[src/hw/rtl/sprcm_pkg.sv]
// Shared types, codes and helper functions of the sparse row/column map.
`timescale 1ns / 1ps
`default_nettype none
package sprcm_pkg;

    localparam int WORD_BITS = 32;
    localparam int SPAN_BITS = 17;

    localparam logic [2:0] OP_INSERT     = 3'd0;
    localparam logic [2:0] OP_REMOVE     = 3'd1;
    localparam logic [2:0] OP_LOOKUP     = 3'd2;
    localparam logic [2:0] OP_DEL_ROWS   = 3'd3;
    localparam logic [2:0] OP_DEL_COLS   = 3'd4;
    localparam logic [2:0] OP_CLEAR      = 3'd5;

    localparam logic [1:0] ST_OK         = 2'd0;
    localparam logic [1:0] ST_NOT_FOUND  = 2'd1;
    localparam logic [1:0] ST_BAD_ROW    = 2'd2;

    localparam logic [1:0] MODE_EXACT    = 2'd0;
    localparam logic [1:0] MODE_LEFT     = 2'd1;
    localparam logic [1:0] MODE_RIGHT    = 2'd2;

    localparam logic [1:0] RD_ROW        = 2'd0;
    localparam logic [1:0] RD_LAST       = 2'd1;
    localparam logic [1:0] RD_FIRST      = 2'd2;
    localparam logic [1:0] RD_SEARCH     = 2'd3;

    localparam logic [1:0] SPAN_NONE     = 2'd0;
    localparam logic [1:0] SPAN_ROW      = 2'd1;
    localparam logic [1:0] SPAN_RANGE    = 2'd2;

    typedef struct packed {
        logic [2:0]  op;
        logic [9:0]  row;
        logic [15:0] col;
        logic [15:0] range_from;
        logic [16:0] range_to;
        logic [1:0]  search;
    } req_t;

    typedef struct packed {
        logic [1:0]  status;
        logic [15:0] found_col;
        logic [9:0]  first_row;
        logic [10:0] end_row;
        logic        is_empty;
    } rsp_t;

    typedef struct packed {
        logic       capture;
        logic       set_stat;
        logic [1:0] stat;
        logic       insert;
        logic       clear;
        logic       rd_en;
        logic [1:0] rd_sel;
        logic       take_found;
        logic       search_start;
        logic       search_step;
        logic       sweep_start;
        logic [1:0] span_sel;
        logic       sweep_step;
        logic       scan_start;
        logic       col_check;
        logic       load_out;
    } cmd_t;

    typedef struct packed {
        logic [2:0] op;
        logic [1:0] mode;
        logic       row_ok;
        logic       empty;
        logic       in_bounds;
        logic       row_valid;
        logic       left_clamp;
        logic       right_clamp;
        logic       hit;
        logic       ptr_last;
        logic       w_last;
    } stat_t;

    function automatic logic [4:0] lowest_set(input logic [WORD_BITS-1:0] w);
        logic [4:0] r;
        r = '0;
        for (int j = WORD_BITS - 1; j >= 0; j--)
        begin
            if (w[j])
                r = 5'(j);
        end
        return r;
    endfunction

    function automatic logic [4:0] highest_set(input logic [WORD_BITS-1:0] w);
        logic [4:0] r;
        r = '0;
        for (int j = 0; j < WORD_BITS; j++)
        begin
            if (w[j])
                r = 5'(j);
        end
        return r;
    endfunction

endpackage
`default_nettype wire

[src/hw/rtl/sprcm_ctrl.sv]
// Sequencer of the map: decodes each request and steps the datapath.
`timescale 1ns / 1ps
`default_nettype none
module sprcm_ctrl (
    input  wire logic           clk,
    input  wire logic           rst_n,
    input  wire logic           in_valid,
    output logic                in_ready,
    output logic                out_valid,
    input  wire logic           out_ready,
    input  wire sprcm_pkg::stat_t st,
    output sprcm_pkg::cmd_t     cmd
);

    typedef enum logic [2:0] {
        S_IDLE, S_DECODE, S_SEARCH, S_RDDATA, S_CREAD, S_CCHK, S_SWEEP, S_FINISH
    } state_t;

    state_t state_reg, state_next;
    logic   out_valid_reg, out_valid_next;
    logic   accept;

    assign in_ready  = (state_reg == S_IDLE);
    assign out_valid = out_valid_reg;
    assign accept    = in_valid && in_ready;

    always_comb
    begin
        cmd            = '0;
        state_next     = state_reg;
        out_valid_next = out_valid_reg && !out_ready;
        unique case (state_reg)
            S_IDLE:
            begin
                if (accept)
                begin
                    cmd.capture = 1'b1;
                    state_next  = S_DECODE;
                end
            end
            S_DECODE:
            begin
                state_next = S_FINISH;
                if (!st.row_ok && (st.op == sprcm_pkg::OP_INSERT ||
                    st.op == sprcm_pkg::OP_REMOVE || st.op == sprcm_pkg::OP_LOOKUP))
                begin
                    cmd.set_stat = 1'b1;
                    cmd.stat     = sprcm_pkg::ST_BAD_ROW;
                end
                else
                begin
                    unique case (st.op)
                        sprcm_pkg::OP_INSERT: cmd.insert = 1'b1;
                        sprcm_pkg::OP_REMOVE:
                        begin
                            if (!st.empty && st.in_bounds)
                            begin
                                cmd.sweep_start = 1'b1;
                                cmd.span_sel    = sprcm_pkg::SPAN_ROW;
                                state_next      = S_SWEEP;
                            end
                        end
                        sprcm_pkg::OP_LOOKUP:
                        begin
                            if (st.empty)
                            begin
                                cmd.set_stat = 1'b1;
                                cmd.stat     = sprcm_pkg::ST_NOT_FOUND;
                            end
                            else if (st.left_clamp)
                            begin
                                cmd.rd_en  = 1'b1;
                                cmd.rd_sel = sprcm_pkg::RD_LAST;
                                state_next = S_RDDATA;
                            end
                            else if (st.right_clamp)
                            begin
                                cmd.rd_en  = 1'b1;
                                cmd.rd_sel = sprcm_pkg::RD_FIRST;
                                state_next = S_RDDATA;
                            end
                            else if (st.in_bounds && st.row_valid)
                            begin
                                cmd.rd_en  = 1'b1;
                                cmd.rd_sel = sprcm_pkg::RD_ROW;
                                state_next = S_RDDATA;
                            end
                            else if (st.in_bounds && (st.mode == sprcm_pkg::MODE_LEFT ||
                                     st.mode == sprcm_pkg::MODE_RIGHT))
                            begin
                                cmd.search_start = 1'b1;
                                state_next       = S_SEARCH;
                            end
                            else
                            begin
                                cmd.set_stat = 1'b1;
                                cmd.stat     = sprcm_pkg::ST_NOT_FOUND;
                            end
                        end
                        sprcm_pkg::OP_DEL_ROWS:
                        begin
                            if (!st.empty)
                            begin
                                cmd.sweep_start = 1'b1;
                                cmd.span_sel    = sprcm_pkg::SPAN_RANGE;
                                state_next      = S_SWEEP;
                            end
                        end
                        sprcm_pkg::OP_DEL_COLS:
                        begin
                            if (!st.empty)
                            begin
                                cmd.scan_start = 1'b1;
                                state_next     = S_CREAD;
                            end
                        end
                        sprcm_pkg::OP_CLEAR: cmd.clear = 1'b1;
                        default: ;
                    endcase
                end
            end
            S_SEARCH:
            begin
                cmd.search_step = 1'b1;
                if (st.hit)
                begin
                    cmd.rd_en  = 1'b1;
                    cmd.rd_sel = sprcm_pkg::RD_SEARCH;
                    state_next = S_RDDATA;
                end
            end
            S_RDDATA:
            begin
                cmd.take_found = 1'b1;
                state_next     = S_FINISH;
            end
            S_CREAD:
            begin
                cmd.rd_en  = 1'b1;
                cmd.rd_sel = sprcm_pkg::RD_ROW;
                state_next = S_CCHK;
            end
            S_CCHK:
            begin
                cmd.col_check = 1'b1;
                if (st.ptr_last)
                begin
                    cmd.sweep_start = 1'b1;
                    cmd.span_sel    = sprcm_pkg::SPAN_NONE;
                    state_next      = S_SWEEP;
                end
                else
                    state_next = S_CREAD;
            end
            S_SWEEP:
            begin
                cmd.sweep_step = 1'b1;
                if (st.w_last)
                    state_next = S_FINISH;
            end
            S_FINISH:
            begin
                if (!out_valid_reg || out_ready)
                begin
                    cmd.load_out   = 1'b1;
                    out_valid_next = 1'b1;
                    state_next     = S_IDLE;
                end
            end
            default: state_next = S_IDLE;
        endcase
    end

    always_ff @(posedge clk or negedge rst_n)
    begin
        if (!rst_n)
        begin
            state_reg     <= S_IDLE;
            out_valid_reg <= 1'b0;
        end
        else
        begin
            state_reg     <= state_next;
            out_valid_reg <= out_valid_next;
        end
    end

    a_accept_decodes: assert property (@(posedge clk) disable iff (!rst_n)
        accept |=> state_reg == S_DECODE)
        else $error("accepted beat did not reach decode");
    a_finish_delivers: assert property (@(posedge clk) disable iff (!rst_n)
        (state_reg == S_FINISH && (!out_valid_reg || out_ready))
        |=> (out_valid_reg && state_reg == S_IDLE))
        else $error("finished result was not presented");

endmodule
`default_nettype wire

[config.mk]
export PLATFORM = sky130hd
export DESIGN_NAME = sprcm_ctrl
export DESIGN_NICKNAME = d
export VERILOG_FILES = /design/src/hw/rtl/sprcm_pkg.sv /design/src/hw/rtl/sprcm_ctrl.sv
export SDC_FILE = /design/constraint.sdc
export NUM_CORES = 1
export LEC_CHECK = 0
export BUFFER_PORTS_ARGS = -buffer_cell sky130_fd_sc_hd__buf_2
export CAP_MARGIN = 25
export CORE_MARGIN = 10
export CORE_UTILIZATION = 43
export CTS_CLUSTER_SIZE = 28
export DETAILED_ROUTE_END_ITERATION = 10
export PLACE_DENSITY_LB_ADDON = 0.25
export REMOVE_ABC_BUFFERS = 1
export SYNTH_ARGS = -nofsm -noshare
export SYNTH_HDL_FRONTEND = slang
export SYNTH_SLANG_ARGS = --single-unit
[constraint.sdc]
create_clock -name clk -period 3.6 [get_ports clk]
set_input_delay 0 -clock clk [delete_from_list [all_inputs] [get_ports clk]]
set_output_delay 0 -clock clk [all_outputs]
set_load 0.01 [all_outputs]
Word-level counts from Yosys, hierarchy flattened. Cells that the tools add are included.

Equal/unequal tests: 18. Multiplexer cells: 62. Reduce and logical (&&, ||, !) cells: 17.

Operator list (count): $mux 3 (27); $mux 1 (26); $pmux 3 s8 (1); $eq 3x3->1 const B (6); $eq 3x2->1 const B (4); $pmux 3 s2 (2); $pmux 3 s4 (1); $mux 5 (2); $pmux 3 s3 (1); $eq 3x1->1 const B (2); $logic_and 1x1->1 (6); $logic_not 3->1 (2); $ne 2x2->1 const B (3); $logic_not 1->1 (4); $logic_or 1x1->1 (4); $mux 2 (2); $reduce_and 4->1 (1); $eq 2x1->1 const B (1); $eq 2x2->1 const B (1); $ne 2x1->1 const B (1).

Flip-flop bits (word level): 4. Input port bits: 18. Output and inout port bits: 21. Word-level logic and storage cells: 99.

Longest topological paths before layout. Gate-level depths: netlist (run 1).

Depth after elaboration: 11. Depth in mapped cells: 5. Mapped depth without buffers: 4.

Worst setup path before layout (run 1). Ideal clock, no wire load.

Path type: register to output. Start: reg state_reg[1]. End: out cmd[6] in the netlist's numbering. Arrival: 1364 ps. Required time: 3600 ps. Slack: 2236 ps. Stages on the path, launching flop included: 5. Buffers on the path: 0. Path through: dfrtp_1 > nor4b_4 > nand2_1 > nor3_1 > a211o_1.

RTL lines: start, declared (RTL line sprcm_ctrl.sv:19) `state_t state_reg, state_next;`; start signal, assigned (RTL line sprcm_ctrl.sv:183) `state_reg <= state_next;`; end, declared (RTL line sprcm_ctrl.sv:12) `output sprcm_pkg::cmd_t cmd`.

==> results.rst, run 1 <==
.. list-table::
   :header-rows: 1

   * - Metric
     - Value
   * - Setup Skew
     - 0.000983 ns
   * - Final hold violation count
     - 0
   * - Area growth syn-to-layout
     - 36.9%
   * - I/O pin total
     - 39
   * - Fraction of the yosys area taken by sequential cells
     - between 10% and 20%
   * - Count of yosys warnings during synthesis
     - 0
   * - Reg-to-reg endpoint
     - state_reg[0]$_DFFE_PN0P_
   * - Hold/Removal Path Class
     - in2async
   * - Final critical path time including I/O delays and setup
     - approximately 1.8 ns
   * - CP endpoint kind
     - output port
   * - Reg-to-reg slack, setup
     - between 2 and 2.5 ns
   * - Unrepaired setup endpoints after global routing
     - false
   * - Proportion of layout cells with a drive suffix above 1
     - a little over a third
   * - First-pass GRT wire length
     - about 2.9 mm
   * - Initial cell density of the core
     - between 40 and 50%
   * - Post-Place Cells
     - approximately 130
   * - Achievable clock frequency
     - between 500 and 600 MHz
   * - Setup TNS
     - 0 ns
   * - Worst supply voltage drop on vdd
     - roughly 180 uV
   * - Number of levels the H-tree was split into
     - 1
   * - Maximum fanout along the worst path
     - 20
   * - Number of antenna violations at the first check in global routing
     - 0
   * - Gr usage total
     - about a tenth
   * - Total core area
     - about 1300 um2
   * - # clock sinks
     - 4
   * - Worst setup path startpoint
     - state_reg[2]$_DFFE_PN0P_
   * - Drt total wl
     - between 1.5 and 2 mm
   * - Via count
     - between 700 and 800
   * - Power per standard cell area
     - roughly 560 nW/um2
   * - Vias per std cell
     - ~5.3
   * - Worst r2r src
     - state_reg[2]$_DFFE_PN0P_
   * - Number of distinct library cell variants in the gate-level netlist after synthesis
     - 32
   * - Die Y
     - roughly 57 um
   * - End point of the critical path
     - cmd[6]
   * - Final layout net count
     - ~140
   * - Average detailed-routed wire length per instance
     - roughly 13 um
   * - Sum of overflow across all layers after global routing
     - 0
   * - Status
     - finished, final reports clean
   * - Hold Worst Slack
     - 0.0903 ns
   * - Setup violators final
     - 0
   * - Clock tree from TritonCTS
     - built
   * - Max FFs per register
     - 3
   * - Number of buffers created by CTS
     - 3
   * - Required time of the worst setup path
     - approximately 3.6 ns
   * - Worst R2R Path Depth
     - 4
   * - Critical Path Source Type
     - flop
   * - Transition at the pin with the smallest max-transition slack
     - between 0.5 and 0.6 ns
   * - Row cnt
     - 13
   * - Buffers from clock root to sink, at most
     - 2
   * - Number of remaining DRC errors
     - 0
   * - Post-synthesis cell area
     - about 570 um2
   * - Count of maximum capacitance violations
     - 0
   * - DRC violation total after the first TritonRoute iteration
     - 16
   * - Placer Congestion
     - 0.736
   * - Post-DRT Antenna Nets
     - 0
   * - Count of antenna diodes in the layout
     - 0
   * - Floorplan die area
     - between 3000 and 4000 um2
   * - Number of instances in the synthesized netlist
     - 84
   * - Pin count of the biggest net entering global routing
     - 21
   * - Setup WS pre-CTS
     - 2.06 ns
   * - Worst-Skew Late Latency
     - roughly 0.24 ns
   * - Clock tree root buffer cell
     - sky130_fd_sc_hd__clkbuf_4
   * - Flops & latches, synth
     - 4
   * - Post-layout worst setup margin
     - approximately 1.8 ns
   * - Max-Slew Margin vs Limit
     - roughly three fifths
   * - Clock transition at the registers of the reported paths
     - 0.04 ns
   * - Critical path class
     - reg2out
   * - Final clock period utilization by the worst path
     - roughly half
   * - Vias in the first global route
     - 683
   * - Iteration count of the initial detailed-routing pass
     - 4
   * - Sum of net half-perimeters after detailed placement
     - between 1 and 1.5 mm
   * - Arrival @ worst endpoint
     - about 1.8 ns
   * - Final standard cell count with taps included and fillers excluded
     - ~140
   * - Horizontal die dimension
     - around 57 um
   * - Final Slew Violations
     - 0
   * - Port Buffers
     - 38
   * - Post CTS Setup Buffer Count
     - 0
   * - Average cell area after synthesis
     - 6.82 um2
   * - LEAKAGE
     - approximately 0.42 nW
## timing repair
item / CTS / global route
hold buffers: 1 / 0
gates resized for setup: 0 / 0
endpoints found under the hold margin: 4 / 0
setup endpoints to repair: 0 / 0
## stage by stage
| stage | total power (W) | util [%] | instance area [um2] |
|---|---|---|---|
| detailed placement | 0.000383 | 58.5 | 752 |
| global placement | 0.000378 | 58.5 | 752 |
| floorplan | 0.000288 | - | 543 |
| CTS | 0.000445 | 61.1 | 785 |
| global route | 0.000483 | 61.1 | 785 |
| finish | 0.000440 | 61.1 | 785 |
## cells in the final DEF (no fill, tap or decap), types with 3 or more instances in the layout
| cell | synthesis | layout |
|---|---|---|
| sky130_fd_sc_hd__o21ai_0 | 5 | 5 |
| sky130_fd_sc_hd__a31oi_1 | 4 | 4 |
| sky130_fd_sc_hd__buf_2 | 3 | 38 |
| sky130_fd_sc_hd__a21oi_1 | 5 | 5 |
| sky130_fd_sc_hd__nor2b_1 | 3 | 3 |
| sky130_fd_sc_hd__nor3_1 | 7 | 7 |
| sky130_fd_sc_hd__clkbuf_4 | 0 | 3 |
| sky130_fd_sc_hd__nand2b_1 | 5 | 5 |
| sky130_fd_sc_hd__dfrtp_1 | 4 | 4 |
| sky130_fd_sc_hd__nand2_1 | 11 | 11 |
| sky130_fd_sc_hd__inv_1 | 3 | 3 |
| sky130_fd_sc_hd__nand3_1 | 4 | 4 |
| sky130_fd_sc_hd__nor2_1 | 8 | 8 |
| sky130_fd_sc_hd__and2_1 | 3 | 3 |
## power breakdown
group | internal, W | leakage, nW | switching (W)
clock | 0.0000374 | 0.0138 | 0.0000204
combinational | 0.000120 | 0.360 | 0.000124
sequential | 0.0000670 | 0.0461 | 0.0000710
## critical path, stage by stage (launching register included)
cell and delay [ns]:
sky130_fd_sc_hd__dfrtp_1 0.58, sky130_fd_sc_hd__nor4b_4 0.37, sky130_fd_sc_hd__nand2_1 0.12, sky130_fd_sc_hd__nor3_1 0.23, sky130_fd_sc_hd__a211o_1 0.13, sky130_fd_sc_hd__buf_2 0.12
## synth_stat cells (all sizes together)
master	n	area (um2)
a2bb2oi	1	8.76
or3	1	6.26
dfrtp	4	100
buf	5	30.0
nor3b	2	26.3
inv	3	11.3
a32oi	1	8.76
nand4	1	6.26
nor3	7	35.0
a211o	1	8.76
nor2	8	30.0
and2	3	18.8
or3b	1	11.3
nand2b	5	31.3
a31oi	4	25.0
a22oi	1	7.51
nor2b	3	18.8
nand3b	1	7.51
xor2	1	8.76
nand4b	1	8.76
a21oi	5	25.0
o21ai	6	30.0
nand3	4	20.0
nand2	11	41.3
mux2i	1	10.0
o31ai	1	7.51
nor4b	1	23.8
o22ai	1	6.26
## worst min-delay path by stage
stage / endpoint / startpoint / depth (start not counted)
CTS: out_valid$_DFF_PN0_ / rst_n / 2
finish: out_valid$_DFF_PN0_ / rst_n / 2
global placement: out_valid$_DFF_PN0_ / rst_n / 1
detailed placement: out_valid$_DFF_PN0_ / rst_n / 1
floorplan: out_valid$_DFF_PN0_ / rst_n / 0
global route: state_reg[1]$_DFFE_PN0P_ / rst_n / 2
## kinds of logic after synthesis
kind of cell | after synthesis | synth area share, %
simple gates | 49 | 49.8
compound gates | 21 | 22.3
buf+inv | 8 | 7.20
flops | 4 | 17.5
xor+xnor | 1 | 1.53
mux | 1 | 1.75
## layer usage
metal | vias to the layer above | track usage [%] | routed length [um]
li1 | 378 | - | -
met1 | 316 | 12.1 | 790
met2 | 26 | 16.3 | 796
met3 | 4 | 3.82 | 135
met4 | 0 | 5.15 | 31
met5 | - | 0 | 0
## layout make-up
type | count | area, um2
clock buffer | 3 | 22.5
fill | 135 | 500
timing repair buffer | 39 | 200
multi-input combinational | 72 | 432
sequential | 4 | 100
inverter | 3 | 11.3
tap | 15 | 18.8
(Power assumes the default switching activity.)
==> inputs of run 2 (changes only) <==
Settings changed: ABC_AREA from default to 1, CORE_UTILIZATION 43 to 38.
Clock period 3.6 ns to 1.4 ns, I/O delays scaled along.
==> run 2 against run 1 <==
  * The run now ends with negative setup slack left
  * Via count is 23% higher
  * Area after synthesis rose by 12%
  * Sequential share of layout area shrank 2.1 points
  * Power grew to 3.3 times the previous value
  * Count of clock-buffer cells in the layout stayed put
  * Setup slack worse by 1.9 ns
  * Core utilization increased by 0.91 points
  * Cell area is 23% higher
  * Largest power group unchanged
==> results.rst, run 2 <==
.. list-table::
   :header-rows: 1

   * - Metric
     - Value
   * - Placed Area
     - 846 um2 (+12%)
   * - Share of total power in combinational logic
     - 74.0% (+18 points)
   * - Required time of the worst setup path
     - 1.40 ns (-2.20 ns)
   * - Flops & latches, synth
     - 4 (unchanged)
   * - Sum of net half-perimeters after detailed placement
     - 1.75 mm (+24%)
   * - Area growth syn-to-layout
     - 50.2%
   * - LEAKAGE
     - 0.616 nW (+47%)
   * - Count of antenna diodes in the layout
     - 0 (unchanged)
   * - Arrival @ worst endpoint
     - 1.44 ns (-0.34 ns)
   * - Count of yosys warnings during synthesis
     - 0 (unchanged)
   * - Status
     - finished, violations left
   * - Synth area leader
     - sky130_fd_sc_hd__nand2_1
   * - Clock tree from TritonCTS
     - built
   * - Vias per std cell
     - 4.74 (-11%)
   * - Final critical path time including I/O delays and setup
     - 1.44 ns
   * - Biggest cell delay along the critical path
     - 0.42 ns (-0.16 ns)
   * - Final clock period utilization by the worst path
     - 103%
   * - DRC violation total after the first TritonRoute iteration
     - 15 (-1)
   * - Transition at the pin with the smallest max-transition slack
     - 0.257 ns (-0.322 ns)
   * - Number of antenna violations at the first check in global routing
     - 0 (unchanged)
   * - Number of enable-type register cells in the synthesized netlist
     - 0 (unchanged)
   * - Fraction of the yosys area taken by sequential cells
     - 15.6% (-1.9 points)
   * - Internal power component
     - 0.000709 W (+220%)
   * - Hold/Removal Path Class
     - in2reg
   * - Share of power burned in registers
     - 16.5% (-15 points)
   * - Top cells by area, synth
     - sky130_fd_sc_hd__nand2_1 (26%), sky130_fd_sc_hd__dfrtp_1 (16%), sky130_fd_sc_hd__nor2_1 (13%)
   * - First-pass GRT wire length
     - 3.42 mm (+19%)
   * - Count leader, synth
     - sky130_fd_sc_hd__nand2_1
   * - Number of remaining DRC errors
     - 0 (unchanged)
   * - Switching part of the total power
     - 50.6% (+1.6 points)
   * - Initial cell density of the core
     - 41.3% (-3.3 points)
   * - Proportion of layout cells with a drive suffix above 1
     - 42.1% (+5.7 points)
   * - Floorplan die area
     - 3740 um2 (+17%)
   * - Worst supply voltage drop on vdd
     - 1060 uV (+490%)
   * - Buffers from clock root to sink, at most
     - 2 (unchanged)
   * - Post-DRT Antenna Nets
     - 0 (unchanged)
   * - Gr usage total
     - 11.3% (+0.89 points)
   * - Die Y
     - 61.1 um (+8.2%)
   * - Proportion of register bits with asynchronous set or reset after synthesis
     - 100% (unchanged)
   * - Achievable clock frequency
     - just under 700 MHz
   * - Power per standard cell area
     - 1490 nW/um2 (+170%)
   * - Average detailed-routed wire length per instance
     - 11.4 um (-11%)
   * - Power share of the clock group
     - 9.5% (-3.7 points)
   * - Post-layout worst setup margin
     - -0.0387 ns (-1.86 ns)
   * - Setup Skew
     - 0.00365 ns (+0.00267 ns)
   * - Number of distinct library cell variants in the gate-level netlist after synthesis
     - 18 (-44%)
   * - Tot Pwr
     - 0.00144 W (+230%)
   * - Worst-Skew Late Latency
     - 0.23 ns (about the same)
   * - Critical Path Source Type
     - flop
   * - Failing checks
     - negative setup slack
   * - Max-Slew Margin vs Limit
     - 82.8% (+21 points)
   * - Filler cell count in the final layout
     - 168 (+24%)
   * - Count of maximum capacitance violations
     - 0 (unchanged)
   * - Max FFs per register
     - 3 (unchanged)
   * - Final Slew Violations
     - 0 (unchanged)
   * - Setup WS pre-CTS
     - 0.0988 ns (-1.96 ns)
   * - Placer Congestion
     - 0.896 (+22%)
   * - Iteration count of the initial detailed-routing pass
     - 4 (unchanged)
   * - Share of the synthesized area in the top cell type
     - 26.3% (+8.8 points)
   * - Pin count of the biggest net entering global routing
     - 9 (-57%)
   * - Drt total wl
     - 2.14 mm (+22%)
   * - Leading register cell type out of synthesis
     - sky130_fd_sc_hd__dfrtp_1
   * - Sum of overflow across all layers after global routing
     - 0 (unchanged)
   * - Horizontal die dimension
     - 61.1 um (+8.2%)
   * - Hold Worst Slack
     - 0.0664 ns (-0.0239 ns)
   * - Final layout net count
     - 191 (+35%)
   * - Post-synthesis cell area
     - 643 um2 (+12%)
   * - Critical path class
     - reg2out
   * - Unrepaired setup endpoints after global routing
     - true
   * - Highest-delay cell along the critical path
     - sky130_fd_sc_hd__dfrtp_2
   * - Average cell area after synthesis
     - 5.19 um2 (-24%)
   * - CP endpoint kind
     - output port
   * - Setup TNS
     - -0.0683 ns (-0.0683 ns)
   * - Maximum fanout along the worst path
     - 4 (-80%)
   * - Number of instances in the synthesized netlist
     - 124 (+48%)
   * - # clock sinks
     - 4 (unchanged)
   * - Synth top cells by count
     - sky130_fd_sc_hd__nand2_1 (45), sky130_fd_sc_hd__nor2_1 (23), sky130_fd_sc_hd__inv_1 (19)
   * - Port Buffers
     - 38 (unchanged)
   * - Number of levels the H-tree was split into
     - 1 (unchanged)
   * - Net switching power of the design
     - 0.000726 W (+240%)
   * - Number of buffers created by CTS
     - 3 (unchanged)
   * - Final hold violation count
     - 0 (unchanged)
   * - I/O pin total
     - 39 (unchanged)
   * - Most frequent cells in the layout
     - sky130_fd_sc_hd__nand2_1 (42), sky130_fd_sc_hd__buf_2 (38), sky130_fd_sc_hd__nor2_1 (20)
   * - Total core area
     - 1560 um2 (+21%)
   * - Vias in the first global route
     - 826 (+21%)
   * - Cells along the critical path
     - nor3_4, buf_6, nand2_2, o221ai_2, buf_2
   * - Most common cell after layout, fill and taps aside
     - sky130_fd_sc_hd__nand2_1
   * - Setup violators final
     - 3 (+3)
   * - Clock transition at the registers of the reported paths
     - 0.04 ns (about the same)
   * - Clock tree root buffer cell
     - sky130_fd_sc_hd__clkbuf_4
   * - Via count
     - 887 (+23%)
   * - Non-Filler Cell Area, Final
     - 966 um2 (+23%)
   * - Row cnt
     - 14 (+1)
==> run 2: power groups by stage <==
stage / registers, W / logic (W) / clock network, W
3_3_place_gp: 0.000283 / 0.000792 / 0
3_5_place_dp: 0.000286 / 0.000802 / 0
5_1_grt: 0.000240 / 0.00120 / 0.000154
6_report: 0.000237 / 0.00106 / 0.000137
4_1_cts: 0.000230 / 0.000965 / 0.000144
2_1_floorplan: 0.000276 / 0.000532 / 0
==> run 2: cell type report <==
| class | count | area [um2] | area share [%] |
|---|---|---|---|
| repair buffers | 46 | 260 | 26.9 |
| multi-input cells | 94 | 470 | 48.7 |
| inverters | 24 | 90.1 | 9.33 |
| flip-flops and latches | 4 | 103 | 10.6 |
| clock buffers | 3 | 22.5 | 2.33 |
| well taps | 16 | 20.0 | 2.07 |
==> run 2: cells by family (layout without fill, tap and decap cells) <==
logic type,count (synthesis),count (layout),synth area share [%]
AOI/OAI and AO/OA,6,6,6.61
buffers and inverters,26,73,17.5
DFF,4,4,15.6
and+or+nand+nor,88,88,60.3
==> run 2: metal layers <==
layer | up-vias | track usage (%) | share of wire [%]
met5 | - | 0 | 0
met4 | 0 | 2.93 | 0
met3 | 0 | 3.70 | 8.4
met2 | 23 | 21.3 | 52
met1 | 388 | 11.8 | 39
li1 | 476 | - | -
==> run 2: worst paths after layout <==
path | end | slack [ns] | depth (start not counted) | startpoint
setup / recovery | cmd[6] | -0.04 | 5 | state_reg[1]$_DFFE_PN0P_
hold / removal | out_valid$_DFF_PN0_ | 0.07 | 4 | out_ready
setup reg to reg | state_reg[2]$_DFFE_PN0P_ | 0.09 | 9 | state_reg[2]$_DFFE_PN0P_
hold reg to reg | out_valid$_DFF_PN0_ | 0.51 | 2 | out_valid$_DFF_PN0_
max in group asynchronous | state_reg[2]$_DFFE_PN0P_ | 1.16 | 2 | rst_n
min in group asynchronous | state_reg[0]$_DFFE_PN0P_ | 0.11 | 2 | rst_n
==> run 2: stage by stage <==
stage | util [%] | cells
2_1_floorplan | - | 122
3_3_place_gp | 54.3 | 178
3_5_place_dp | 54.3 | 178
4_1_cts | 58.7 | 186
5_1_grt | 62.0 | 187
6_report | 62.0 | 187
==> run 2: worst max-delay path, delay by kind of cell (launching register included) <==
kind / cells / cell delay [ns]
AO/OA/AOI/OAI: 1 / 0.15
buffers and inverters: 2 / 0.30
flip-flops: 1 / 0.42
AND/OR/NAND/NOR: 2 / 0.34
==> run 2: timing repair <==
item / in CTS / in global routing
setup buffers: 4 / 1
endpoints found under the setup margin: 10 / 15
resized for setup: 3 / 13
endpoints found under the hold margin: 4 / 0
hold buffers: 1 / 0
pin swaps: 5 / 7
